### config.mk
export PLATFORM = sky130hd
export DESIGN_NAME = monthly_to_daily_interpolation_unit
export DESIGN_NICKNAME = d
export VERILOG_FILES = /design/src/rtl/core/mdi_pkg.sv /design/src/rtl/core/mdi_front.sv /design/src/rtl/core/mdi_queue.sv /design/src/rtl/core/mdi_back.sv /design/src/rtl/core/monthly_to_daily_interpolation_unit.sv
export SDC_FILE = /design/constraint.sdc
export NUM_CORES = 2
export LEC_CHECK = 0
export ABC_AREA = 1
export BUFFER_PORTS_ARGS = -buffer_cell sky130_fd_sc_hd__buf_2
export CAP_MARGIN = 0
export CELL_PAD_IN_SITES_DETAIL_PLACEMENT = 1
export CELL_PAD_IN_SITES_GLOBAL_PLACEMENT = 1
export CORE_MARGIN = 3
export CORE_UTILIZATION = 34
export DETAILED_ROUTE_END_ITERATION = 6
export GPL_TIMING_DRIVEN = 0
export PLACE_DENSITY_LB_ADDON = 0.1
export SYNTH_ARGS = -nofsm -noshare
export SYNTH_HDL_FRONTEND = slang
export SYNTH_SLANG_ARGS = --single-unit
### constraint.sdc
create_clock -name clk -period 6.6 [get_ports clk]
set_input_delay 0.33 -clock clk [delete_from_list [all_inputs] [get_ports clk]]
set_output_delay 0.33 -clock clk [all_outputs]
set_load 0.02 [all_outputs]
### src/rtl/core/mdi_pkg.sv
// Package for the monthly to daily interpolation unit.
// Holds widths, calendar tables and the command type passed from front to back.
// No dependencies.
package mdi_pkg;

  localparam int DataW      = 32;
  localparam int DayW       = 9;
  localparam int MonW       = 4;
  localparam int OffW       = 5;
  localparam int DiffW      = DataW + 1;
  localparam int ProdW      = DataW + OffW;
  localparam int CntW       = 6;
  localparam int Months     = 12;
  localparam int QueueDepth = 2;

  localparam logic [DayW-1:0] LastDay = DayW'(364);

  // month lengths, December before and January after the year
  localparam logic [OffW-1:0] Len14 [14] = '{
    5'd31, 5'd31, 5'd28, 5'd31, 5'd30, 5'd31, 5'd30,
    5'd31, 5'd31, 5'd30, 5'd31, 5'd30, 5'd31, 5'd31
  };

  // first day of each month
  localparam logic [DayW-1:0] MonthStart [Months] = '{
    9'd0, 9'd31, 9'd59, 9'd90, 9'd120, 9'd151,
    9'd181, 9'd212, 9'd243, 9'd273, 9'd304, 9'd334
  };

  localparam logic [MonW-1:0] LastMonth = MonW'(Months - 1);

  typedef struct packed {
    logic                   is_load;
    logic [MonW-1:0]        widx;
    logic signed [DataW-1:0] wdata;
    logic [MonW-1:0]        bidx;
    logic [MonW-1:0]        aidx;
    logic [OffW-1:0]        offset;
    logic [OffW-1:0]        divisor;
    logic [DayW-1:0]        day_number;
  } cmd_t;

endpackage

### src/rtl/core/mdi_front.sv
// Front end: classifies an input item into a command for the back end.
// Finds month, half, neighbour indexes, offset and divisor. Uses mdi_pkg.
module mdi_front (
  input  logic                               opcode,
  input  logic [mdi_pkg::MonW-1:0]           month_index,
  input  logic signed [mdi_pkg::DataW-1:0]   month_value,
  input  logic [mdi_pkg::DayW-1:0]           day_index,
  output logic                               keep,
  output mdi_pkg::cmd_t                      cmd
);

  logic [mdi_pkg::DayW-1:0] day;
  logic [mdi_pkg::MonW-1:0] m;
  logic [mdi_pkg::DayW-1:0] rel;
  logic [mdi_pkg::OffW-1:0] j;
  logic [mdi_pkg::OffW-1:0] len;
  logic [mdi_pkg::OffW-1:0] prev;
  logic [mdi_pkg::OffW-1:0] next;
  logic                     first;
  logic [mdi_pkg::OffW:0]   dsum;

  always_comb begin
    day = (day_index > mdi_pkg::LastDay) ? mdi_pkg::LastDay : day_index;
    m = '0;
    for (int i = 1; i < mdi_pkg::Months; i++) begin
      if (day >= mdi_pkg::MonthStart[i]) m = mdi_pkg::MonW'(i);
    end
    rel   = day - mdi_pkg::MonthStart[m];
    j     = rel[mdi_pkg::OffW-1:0];
    prev  = mdi_pkg::Len14[m];
    len   = mdi_pkg::Len14[mdi_pkg::MonW'(m + 4'd1)];
    next  = mdi_pkg::Len14[mdi_pkg::MonW'(m + 4'd2)];
    first = {j, 1'b0} < {1'b0, len};
    dsum  = first ? ({1'b0, prev} + {1'b0, len}) : ({1'b0, len} + {1'b0, next});

    cmd.is_load    = !opcode;
    cmd.widx       = month_index;
    cmd.wdata      = month_value;
    cmd.day_number = day_index;
    cmd.divisor    = dsum[mdi_pkg::OffW:1];
    if (first) begin
      cmd.bidx   = (m == '0) ? mdi_pkg::LastMonth : m - 4'd1;
      cmd.aidx   = m;
      cmd.offset = j + (prev >> 1);
    end else begin
      cmd.bidx   = m;
      cmd.aidx   = (m == mdi_pkg::LastMonth) ? '0 : m + 4'd1;
      cmd.offset = j - (len >> 1);
    end
    keep = opcode || (month_index < mdi_pkg::MonW'(mdi_pkg::Months));
  end

endmodule

### src/rtl/core/mdi_queue.sv
// Short command queue between front and back ends.
// Register based, one push and one pop per cycle. Uses mdi_pkg.
module mdi_queue #(
  parameter int DEPTH = mdi_pkg::QueueDepth
) (
  input  logic          clk,
  input  logic          rst,
  input  logic          wr,
  input  mdi_pkg::cmd_t wr_cmd,
  output logic          full,
  input  logic          rd,
  output mdi_pkg::cmd_t rd_cmd,
  output logic          empty
);

  localparam int PtrW = (DEPTH > 1) ? $clog2(DEPTH) : 1;
  localparam int CntW = $clog2(DEPTH + 1);

  mdi_pkg::cmd_t   slots [DEPTH];
  logic [PtrW-1:0] wptr;
  logic [PtrW-1:0] rptr;
  logic [CntW-1:0] count;

  assign full   = count == CntW'(DEPTH);
  assign empty  = count == '0;
  assign rd_cmd = slots[rptr];

  always_ff @(posedge clk) begin
    if (rst) begin
      wptr  <= '0;
      rptr  <= '0;
      count <= '0;
    end else begin
      if (wr) wptr <= (wptr == PtrW'(DEPTH - 1)) ? '0 : wptr + 1'b1;
      if (rd) rptr <= (rptr == PtrW'(DEPTH - 1)) ? '0 : rptr + 1'b1;
      if (wr && !rd) count <= count + 1'b1;
      else if (rd && !wr) count <= count - 1'b1;
    end
  end

  always_ff @(posedge clk) begin
    if (wr) slots[wptr] <= wr_cmd;
  end

endmodule

### src/rtl/core/mdi_back.sv
// Back end: month store, multiply, serial divide and output register.
// Executes loads and queries in order from the queue. Uses mdi_pkg.
module mdi_back (
  input  logic                               clk,
  input  logic                               rst,
  input  mdi_pkg::cmd_t                      head,
  input  logic                               q_empty,
  output logic                               q_pop,
  input  logic                               pop,
  output logic                               empty,
  output logic signed [mdi_pkg::DataW-1:0]   day_value,
  output logic [mdi_pkg::DayW-1:0]           day_number
);

  typedef enum logic [4:0] {
    S_IDLE = 5'b00001,
    S_READ = 5'b00010,
    S_MUL  = 5'b00100,
    S_DIV  = 5'b01000,
    S_DONE = 5'b10000
  } state_t;

  state_t state;
  state_t state_next;

  logic [mdi_pkg::DataW-1:0]  mem [mdi_pkg::Months];
  logic [mdi_pkg::Months-1:0] vld;
  logic [mdi_pkg::DataW-1:0]  rd_b;
  logic [mdi_pkg::DataW-1:0]  rd_a;
  logic                       vb;
  logic                       va;

  logic [mdi_pkg::OffW-1:0]   offset;
  logic [mdi_pkg::OffW-1:0]   divisor;
  logic [mdi_pkg::DayW-1:0]   day_num;
  logic [mdi_pkg::DataW-1:0]  base;
  logic [mdi_pkg::DiffW-1:0]  diff;
  logic                       neg;
  logic [mdi_pkg::ProdW-1:0]  mag;
  logic [mdi_pkg::OffW-1:0]   rem;
  logic [mdi_pkg::CntW-1:0]   cnt;
  logic                       out_valid;

  logic [mdi_pkg::DataW-1:0]  before_v;
  logic [mdi_pkg::DataW-1:0]  after_v;
  logic [mdi_pkg::DiffW-1:0]  abs_diff;
  logic [mdi_pkg::OffW:0]     trial;
  logic                       ge;
  logic [mdi_pkg::OffW-1:0]   rem_next;
  logic [mdi_pkg::ProdW:0]    quot;
  logic [mdi_pkg::DataW-1:0]  result;
  logic                       out_load;
  logic                       div_last;

  assign q_pop    = (state == S_IDLE) && !q_empty;
  assign empty    = !out_valid;
  assign out_load = (state == S_DONE) && (!out_valid || pop);
  assign div_last = cnt == mdi_pkg::CntW'(mdi_pkg::ProdW - 1);

  always_comb begin
    before_v = vb ? rd_b : '0;
    after_v  = va ? rd_a : '0;
    abs_diff = diff[mdi_pkg::DiffW-1] ? -diff : diff;
    trial    = {rem, mag[mdi_pkg::ProdW-1]};
    ge       = trial >= {1'b0, divisor};
    rem_next = ge ? mdi_pkg::OffW'(trial - {1'b0, divisor}) : trial[mdi_pkg::OffW-1:0];
    quot     = neg ? -{1'b0, mag} : {1'b0, mag};
    result   = base + quot[mdi_pkg::DataW-1:0];
  end

  always_comb begin
    state_next = state;
    case (state)
      S_IDLE: if (q_pop && !head.is_load) state_next = S_READ;
      S_READ: state_next = S_MUL;
      S_MUL:  state_next = S_DIV;
      S_DIV:  if (div_last) state_next = S_DONE;
      S_DONE: if (out_load) state_next = S_IDLE;
      default: state_next = S_IDLE;
    endcase
  end

  always_ff @(posedge clk) begin
    if (rst) begin
      state     <= S_IDLE;
      vld       <= '0;
      out_valid <= 1'b0;
      cnt       <= '0;
    end else begin
      state <= state_next;
      if (q_pop && head.is_load) vld[head.widx] <= 1'b1;
      if (out_load) out_valid <= 1'b1;
      else if (pop) out_valid <= 1'b0;
      if (state == S_DIV) cnt <= cnt + 1'b1;
      else cnt <= '0;
    end
  end

  always_ff @(posedge clk) begin
    if (q_pop && head.is_load) mem[head.widx] <= head.wdata;
    rd_b <= mem[head.bidx];
    rd_a <= mem[head.aidx];
    vb   <= vld[head.bidx];
    va   <= vld[head.aidx];
  end

  always_ff @(posedge clk) begin
    case (state)
      S_IDLE: begin
        offset  <= head.offset;
        divisor <= head.divisor;
        day_num <= head.day_number;
      end
      S_READ: begin
        base <= before_v;
        diff <= {after_v[mdi_pkg::DataW-1], after_v} - {before_v[mdi_pkg::DataW-1], before_v};
      end
      S_MUL: begin
        neg <= diff[mdi_pkg::DiffW-1];
        mag <= mdi_pkg::ProdW'(abs_diff * offset);
        rem <= '0;
      end
      S_DIV: begin
        rem <= rem_next;
        mag <= {mag[mdi_pkg::ProdW-2:0], ge};
      end
      default: ;
    endcase
  end

  always_ff @(posedge clk) begin
    if (out_load) begin
      day_value  <= result;
      day_number <= day_num;
    end
  end

endmodule

### src/rtl/core/monthly_to_daily_interpolation_unit.sv
// Top level of the monthly to daily interpolation unit.
// Instantiates mdi_front, mdi_queue and mdi_back. Uses mdi_pkg.
//
//  channel   | handshake            | payload
//  ----------+----------------------+-----------------------------------------------
//  input     | push / full          | opcode, month_index, month_value, day_index
//  result    | pop / empty          | day_value, day_number
//
// A query passes through read, multiply and the one-bit-per-cycle restoring
// divider over the 37-bit product in mdi_back; a load is stored when popped.
// Reset (rst, synchronous) empties the queue and output register and marks all
// months as zero. The front accepts while the command queue has room, so items
// queue up while the back end divides or waits for pop.
module monthly_to_daily_interpolation_unit #(
  parameter int QUEUE_DEPTH = mdi_pkg::QueueDepth
) (
  input  logic                               clk,
  input  logic                               rst,
  input  logic                               push,
  output logic                               full,
  input  logic                               opcode,
  input  logic [mdi_pkg::MonW-1:0]           month_index,
  input  logic signed [mdi_pkg::DataW-1:0]   month_value,
  input  logic [mdi_pkg::DayW-1:0]           day_index,
  output logic                               empty,
  input  logic                               pop,
  output logic signed [mdi_pkg::DataW-1:0]   day_value,
  output logic [mdi_pkg::DayW-1:0]           day_number
);

  mdi_pkg::cmd_t front_cmd;
  mdi_pkg::cmd_t head;
  logic          keep;
  logic          q_empty;
  logic          q_pop;

  mdi_front u_front (
    .opcode      (opcode),
    .month_index (month_index),
    .month_value (month_value),
    .day_index   (day_index),
    .keep        (keep),
    .cmd         (front_cmd)
  );

  mdi_queue #(
    .DEPTH (QUEUE_DEPTH)
  ) u_queue (
    .clk    (clk),
    .rst    (rst),
    .wr     (push && !full && keep),
    .wr_cmd (front_cmd),
    .full   (full),
    .rd     (q_pop),
    .rd_cmd (head),
    .empty  (q_empty)
  );

  mdi_back u_back (
    .clk        (clk),
    .rst        (rst),
    .head       (head),
    .q_empty    (q_empty),
    .q_pop      (q_pop),
    .pop        (pop),
    .empty      (empty),
    .day_value  (day_value),
    .day_number (day_number)
  );

endmodule

# Word level (Yosys, flattened, before mapping)
# Memory sizes are Yosys's and may differ from the RTL's. A register that Yosys moved wholly into a read port is not among the register bits.
# Cells that the tools add are included.
[classes]
add_sub_neg = 18
mul = 1
order_cmp = 22
n_eq_ne = 11
muxes = 53
bitwise = 5
n_reduce_logical = 25
[ops]
columns = ["operator", "count"]
rows = [
  ["32-bit two-way mux", 3],
  ["37-bit case mux with 2 select lines", 1],
  ["5-bit two-way mux", 12],
  ["4-bit two-way mux", 12],
  ["33-bit by 5-bit multiplier with 37-bit output", 1],
  ["9-bit by 8-bit greater-or-equal comparator with 1-bit output, second input constant", 4],
  ["33-bit two-way mux", 1],
  ["33-bit negator", 1],
  ["32-bit by 32-bit subtractor with 33-bit output", 1],
  ["32-bit adder", 1],
  ["32-bit negator", 1],
  ["9-bit greater-or-equal comparator, second input constant", 3],
  ["5-bit case mux with 5 select lines", 1],
  ["9-bit by 7-bit greater-or-equal comparator with 1-bit output, second input constant", 2],
  ["5-bit greater-or-equal comparator, second input constant", 3],
  ["4-bit by 5-bit < comparator with 1-bit output, second input constant", 3],
  ["4-bit inverter with 5-bit output", 3],
  ["1-bit two-way mux", 14],
  ["13-bit two-way mux", 1],
  ["5-bit by 5-bit adder with 6-bit output", 2],
  ["12-bit bitwise OR", 1],
  ["5-bit case mux with 2 select lines", 1],
  ["5-bit subtractor", 2],
  ["9-bit by 5-bit greater-or-equal comparator with 1-bit output, second input constant", 1],
  ["other kinds (39)", 60],
]
[word_totals]
ff_bits = 198
ram_bits = 512
rom_bits = 384
word_cells = 160
n_memories = 6
[memory_table]
columns = ["name", "words", "word_bits", "read_ports", "rd_clocked_by_memory_dff", "wr", "line", "source"]
rows = [
  ["u_back.mem", 12, 32, 2, 2, 1, "mdi_back.sv:26", "logic [mdi_pkg::DataW-1:0] mem [mdi_pkg::Months];"],
  ["(no name shown)", 16, 9, 1, 0, 0, "mdi_front.sv:28", "rel = day - mdi_pkg::MonthStart[m];"],
  ["u_queue.slots", 2, 64, 1, 1, 1, "mdi_queue.sv:19", "mdi_pkg::cmd_t slots [DEPTH];"],
  ["(no name shown)", 16, 5, 1, 0, 0, "mdi_front.sv:30", "prev = mdi_pkg::Len14[m];"],
  ["(no name shown)", 16, 5, 1, 0, 0, "mdi_front.sv:31", "len = mdi_pkg::Len14[mdi_pkg::MonW'(m + 4'd1)];"],
  ["(no name shown)", 16, 5, 1, 0, 0, "mdi_front.sv:32", "next = mdi_pkg::Len14[mdi_pkg::MonW'(m + 4'd2)];"],
]

# Depth between registers and ports, before layout
[logic_depth]
depth_word = 21
mapped_depth = 45

# Cells and area by module
# A second synthesis with hierarchy kept.
[unflattened]
hier_cells = 5060
hier_area_um2 = 45323.5
[modules_own_cells]
columns = ["module", "instances", "cells_each", "area_each_um2"]
rows = [
  ["mdi_back", 1, 4525, 38308.0],
  ["mdi_queue", 1, 232, 5147.4],
  ["mdi_front", 1, 301, 1858.0],
  ["monthly_to_daily_interpolation_unit", 1, 2, 10.0],
]

# Worst setup path before layout
# No wires, ideal clock.
[synth_path]
kind = "reg2reg"
from = "register u_back.diff[0] in the netlist's numbering"
to = "register u_back.mag[29] in the netlist's numbering, data pin"
arrival_time_ps = 5409
t_required_ps = 6347
setup_slack_ps = 937
stages_incl_launch_ff = 30
period_less_slack_ps = 5663
path_cell_list = "edfxtp_1 > nor3_1 > nand4_1 > nor3_1 > inv_1 > nor3_1 > nand2_1 > o31ai_1 > xor2_1 > nand2_1 > fa_1 > inv_1 > fa_1 > fa_1 > ha_1 > a21oi_1 > o21ai_0 > a21oi_1 > o21ai_0 > a21oi_1 > inv_1 > a21oi_1 > inv_1 > a31oi_1 > inv_1 > a21oi_1 > o21ai_0 > or2_2 > nand3_1 > nand2_1"
[synth_between]
elab_chain_cells = 4
[synth_lines]
columns = ["element", "line", "source"]
rows = [
  ["from (decl)", "mdi_back.sv:37", "logic [mdi_pkg::DiffW-1:0] diff;"],
  ["from (signal assigned)", "mdi_back.sv:116", "diff <= {after_v[mdi_pkg::DataW-1], after_v} - {before_v[mdi_pkg::DataW-1], before_v};"],
  ["33-bit negator", "mdi_back.sv:63", "abs_diff = diff[mdi_pkg::DiffW-1] ? -diff : diff;"],
  ["33-bit two-way mux (*)", "mdi_back.sv:63", ""],
  ["33-bit by 5-bit multiplier with 37-bit output (*)", "mdi_back.sv:120", "mag <= mdi_pkg::ProdW'(abs_diff * offset);"],
  ["37-bit case mux with 2 select lines (*)", "mdi_back.sv:108", "case (state)"],
  ["to (signal assigned)", "mdi_back.sv:120", ""],
  ["to (signal assigned)", "mdi_back.sv:125", "mag <= {mag[mdi_pkg::ProdW-2:0], ge};"],
  ["to (decl)", "mdi_back.sv:39", "logic [mdi_pkg::ProdW-1:0] mag;"],
]
# Every way passes the cells marked *; elsewhere a longest branch is shown, timed or not.
# A chain may end at the register's enable or synchronous reset.

# Worst setup path after layout
[layout_path]
from = "register u_back.diff[1] in the netlist's numbering"
to = "register u_back.mag[36] in the netlist's numbering, data pin"
# The elaborated chain is that of the path after synthesis.

==> run metrics <==
Initial Util roughly a third; Primary FF master, synth edfxtp_1; Slew Limit Fails 0; Die ar. between 0.1 and 0.15 mm^2; Area contributors post-synth edfxtp_1 48%, o21ai_0 8.5%, nand2_1 6.5%; post-synthesis compound-gate area fraction ~15%; Final ANT Viol Nets 0; r2r startpoint u_back.diff[1]; Die Ht approximately 360 um; power after layout around 28000 uW; drt pass-1 iters 5; Avg WL per Cell 24.9 um; grt ovf 0; critical path type register to register; Synth area leader edfxtp_1; cts bufs inserted 92; post-synth top area share between 40% and 50%; Avg Inst Size Synth 9.36 um^2; Setup Viol. Count Final 0; Reg clk slew, reported paths approximately 0.060 ns; total wire length 161000 um; Final HPWL DP 119000 um; area share of xor/xnor cells in the synthesized design under 10%; min-delay worst type input port to register; most frequent cell after synthesis nand2_1; maximum vdd drop ~0.27 mV; CP required about 7.0 ns; crit share post-route between 90% and 100%; Cell Area, Placed 0.0449 mm^2; area grow syn2layout 17.3%; fraction of layout cells with a size suffix above 1 slightly above 9%; Slew HR 8.63%; Least-Margin Pin Slew 1.36 ns; WP data arrival around 6.7 ns; Mapped Cells ~4500; post-synthesis mux area share less than 1%; Placeable Area about 0.12 mm^2; routability cong. just under 0.9; clk root buf clkbuf_16; Synth cell types a little over 50; Inst Count DP around 6200; Synth Area in Simple Gates around an eighth; Final Hold Fails 0; register area share after synthesis a little over half; vias in the first global route between 30000 and 40000; crit path max-delay cell type fa_1; die width ~360 um; IO buf count between 90 and 100; post-route cell area 0.0491 mm^2; Lkg Pwr roughly 0.020 uW; type of origin of the critical path register; largest family of logic cells by synthesized area compound AO/OA/AOI/OAI gates; power density cells about 560 mW/mm^2; synthesized flop and latch total about 770; clk_lat worst skew 0.71 ns; post-layout min period 6.34 ns; critical hold path startpoint pop; most used cell, CP nand2_2; Max Cap Viol 0; slowest stage delay, CP around 0.52 ns; Post-route DRC 0; crit path from u_back.diff[1]; non-filler cells in the finished layout ~6500; f_max between 150 and 200 MHz; unrepaired setup endpoints after global routing true; r2r setup slk around 0.26 ns; Post-synth EDFFs ~670; final net count slightly above 5000; Ports 93; deepest clock path buffer count 3; Synth top cells by count 723 x nand2_1, 713 x o21ai_0, 671 x edfxtp_1; largest net degree at the start of global routing 45; Worst Skew 0.0651 ns; net count after synthesis between 4000 and 5000; Util after Layout 40.2%; first-pass GRT wire length around 230000 um; crit path max fanout 5; via/cell ratio 5.24; Filler cells between 10000 and 15000; Synthesis Warnings 0; htree depth 3; initial antenna violation count 9; Rows between 100 and 150; CP Capture Type register; status finished clean; worst hold slack between 0.07 and 0.08 ns; CTS sink cnt 766; ys async rst share 0%; Synth Cell Area 0.0419 mm^2; All-Layer GR Usage 24.9%; adder-cell share of the synthesized area ~8.7%; vias post-DR 33872; CTS tree done; Iter 0 DRT Violations between 2000 and 2500
==> cells by family after synthesis <==
logic type	count (synthesis)
fa+ha+maj	231
compound gates	1201
flops	766
simple gates	1351
mux	2
xor+xnor	148
buf+inv	776
==> stage by stage <==
step | TNS (ns) | setup slack [ns]
after floorplan | 0 | 0.937
after global placement | -1217.57 | -3.21
after detailed placement | -3.83 | -0.734
after CTS | 0 | 0.00419
after global routing | -0.298 | -0.131
final | 0 | 0.257
==> flip-flops by register name, summed over array words and instances, names as in the netlist, 32 cells and up, named ones only <==
name and count:
u_back.day_value 32, u_back.mem 384, u_back.rd_b 32, u_back.diff 33, u_queue.slots 122, u_back.rd_a 32
u_back.base 32, u_back.mag 37
==> worst max-delay path: cells and delay by family (launching register included) <==
kind | cells | cell delay [ns]
simple gates | 16 | 2.30
flops | 1 | 0.43
fa+ha+maj | 5 | 2.11
compound gates | 4 | 0.42
buf+inv | 5 | 0.42
xor+xnor | 2 | 0.34
==> final timing paths <==
| kind | end | cells past startpoint |
|---|---|---|
| setup / recovery | u_back.mag[36] | 32 |
| hold / removal | u_back.state[4] | 4 |
| setup reg to reg | u_back.mag[36] | 32 |
| hold reg to reg | u_back.day_number[3] | 0 |
==> what timing repair did <==
item,in CTS,in global routing
resized for setup,12,69
pin swaps,1,24
setup endpoints to repair,14,16
hold endpoints to repair,92,0
setup buffers,3,14
hold buffers,46,0
==> area by class of cell <==
type                    count  area (um^2)  area share, %
plain buffers             207          810           1.65
diodes                      5         12.5         0.0255
well taps                1625         2030           4.14
flip-flops and latches    766        22100           44.9
clock buffers             117         2570           5.24
multi-input cells        2933        17300           35.2
inverters                 569         2140           4.36
clock inverters            54          704           1.43
repair buffers            182         1480           3.02
==> power breakdown <==
group	switching (uW)	leakage, uW	total [uW]	internal, uW
Sequential	234	0.00691	6890	6650
Clock	2170	0.00160	5490	3320
Combinational	10400	0.0113	15200	4750
==> placed cells by master, fill, tap and decap left out, drive strengths merged, types with 81 or more instances in the layout <==
| cell type | Yosys | final |
|---|---|---|
| nand2 | 733 | 733 |
| o21ai | 727 | 727 |
| edfxtp | 671 | 671 |
| inv | 566 | 569 |
| nor2 | 435 | 435 |
| clkbuf | 186 | 304 |
| a21oi | 282 | 282 |
| buf | 21 | 156 |
| ha | 133 | 133 |
| xor2 | 110 | 110 |
| fa | 98 | 98 |
| dfxtp | 95 | 95 |
| nand3 | 81 | 81 |
==> per-layer routing <==
layer,wire [um],up-vias,global-route usage [%]
li1,-,15737,-
met1,67000,16882,30.6
met2,79800,906,44.1
met3,6920,341,3.24
met4,7050,6,10.2
met5,41,-,0
Note: power is estimated with default switching activity, not from simulation.
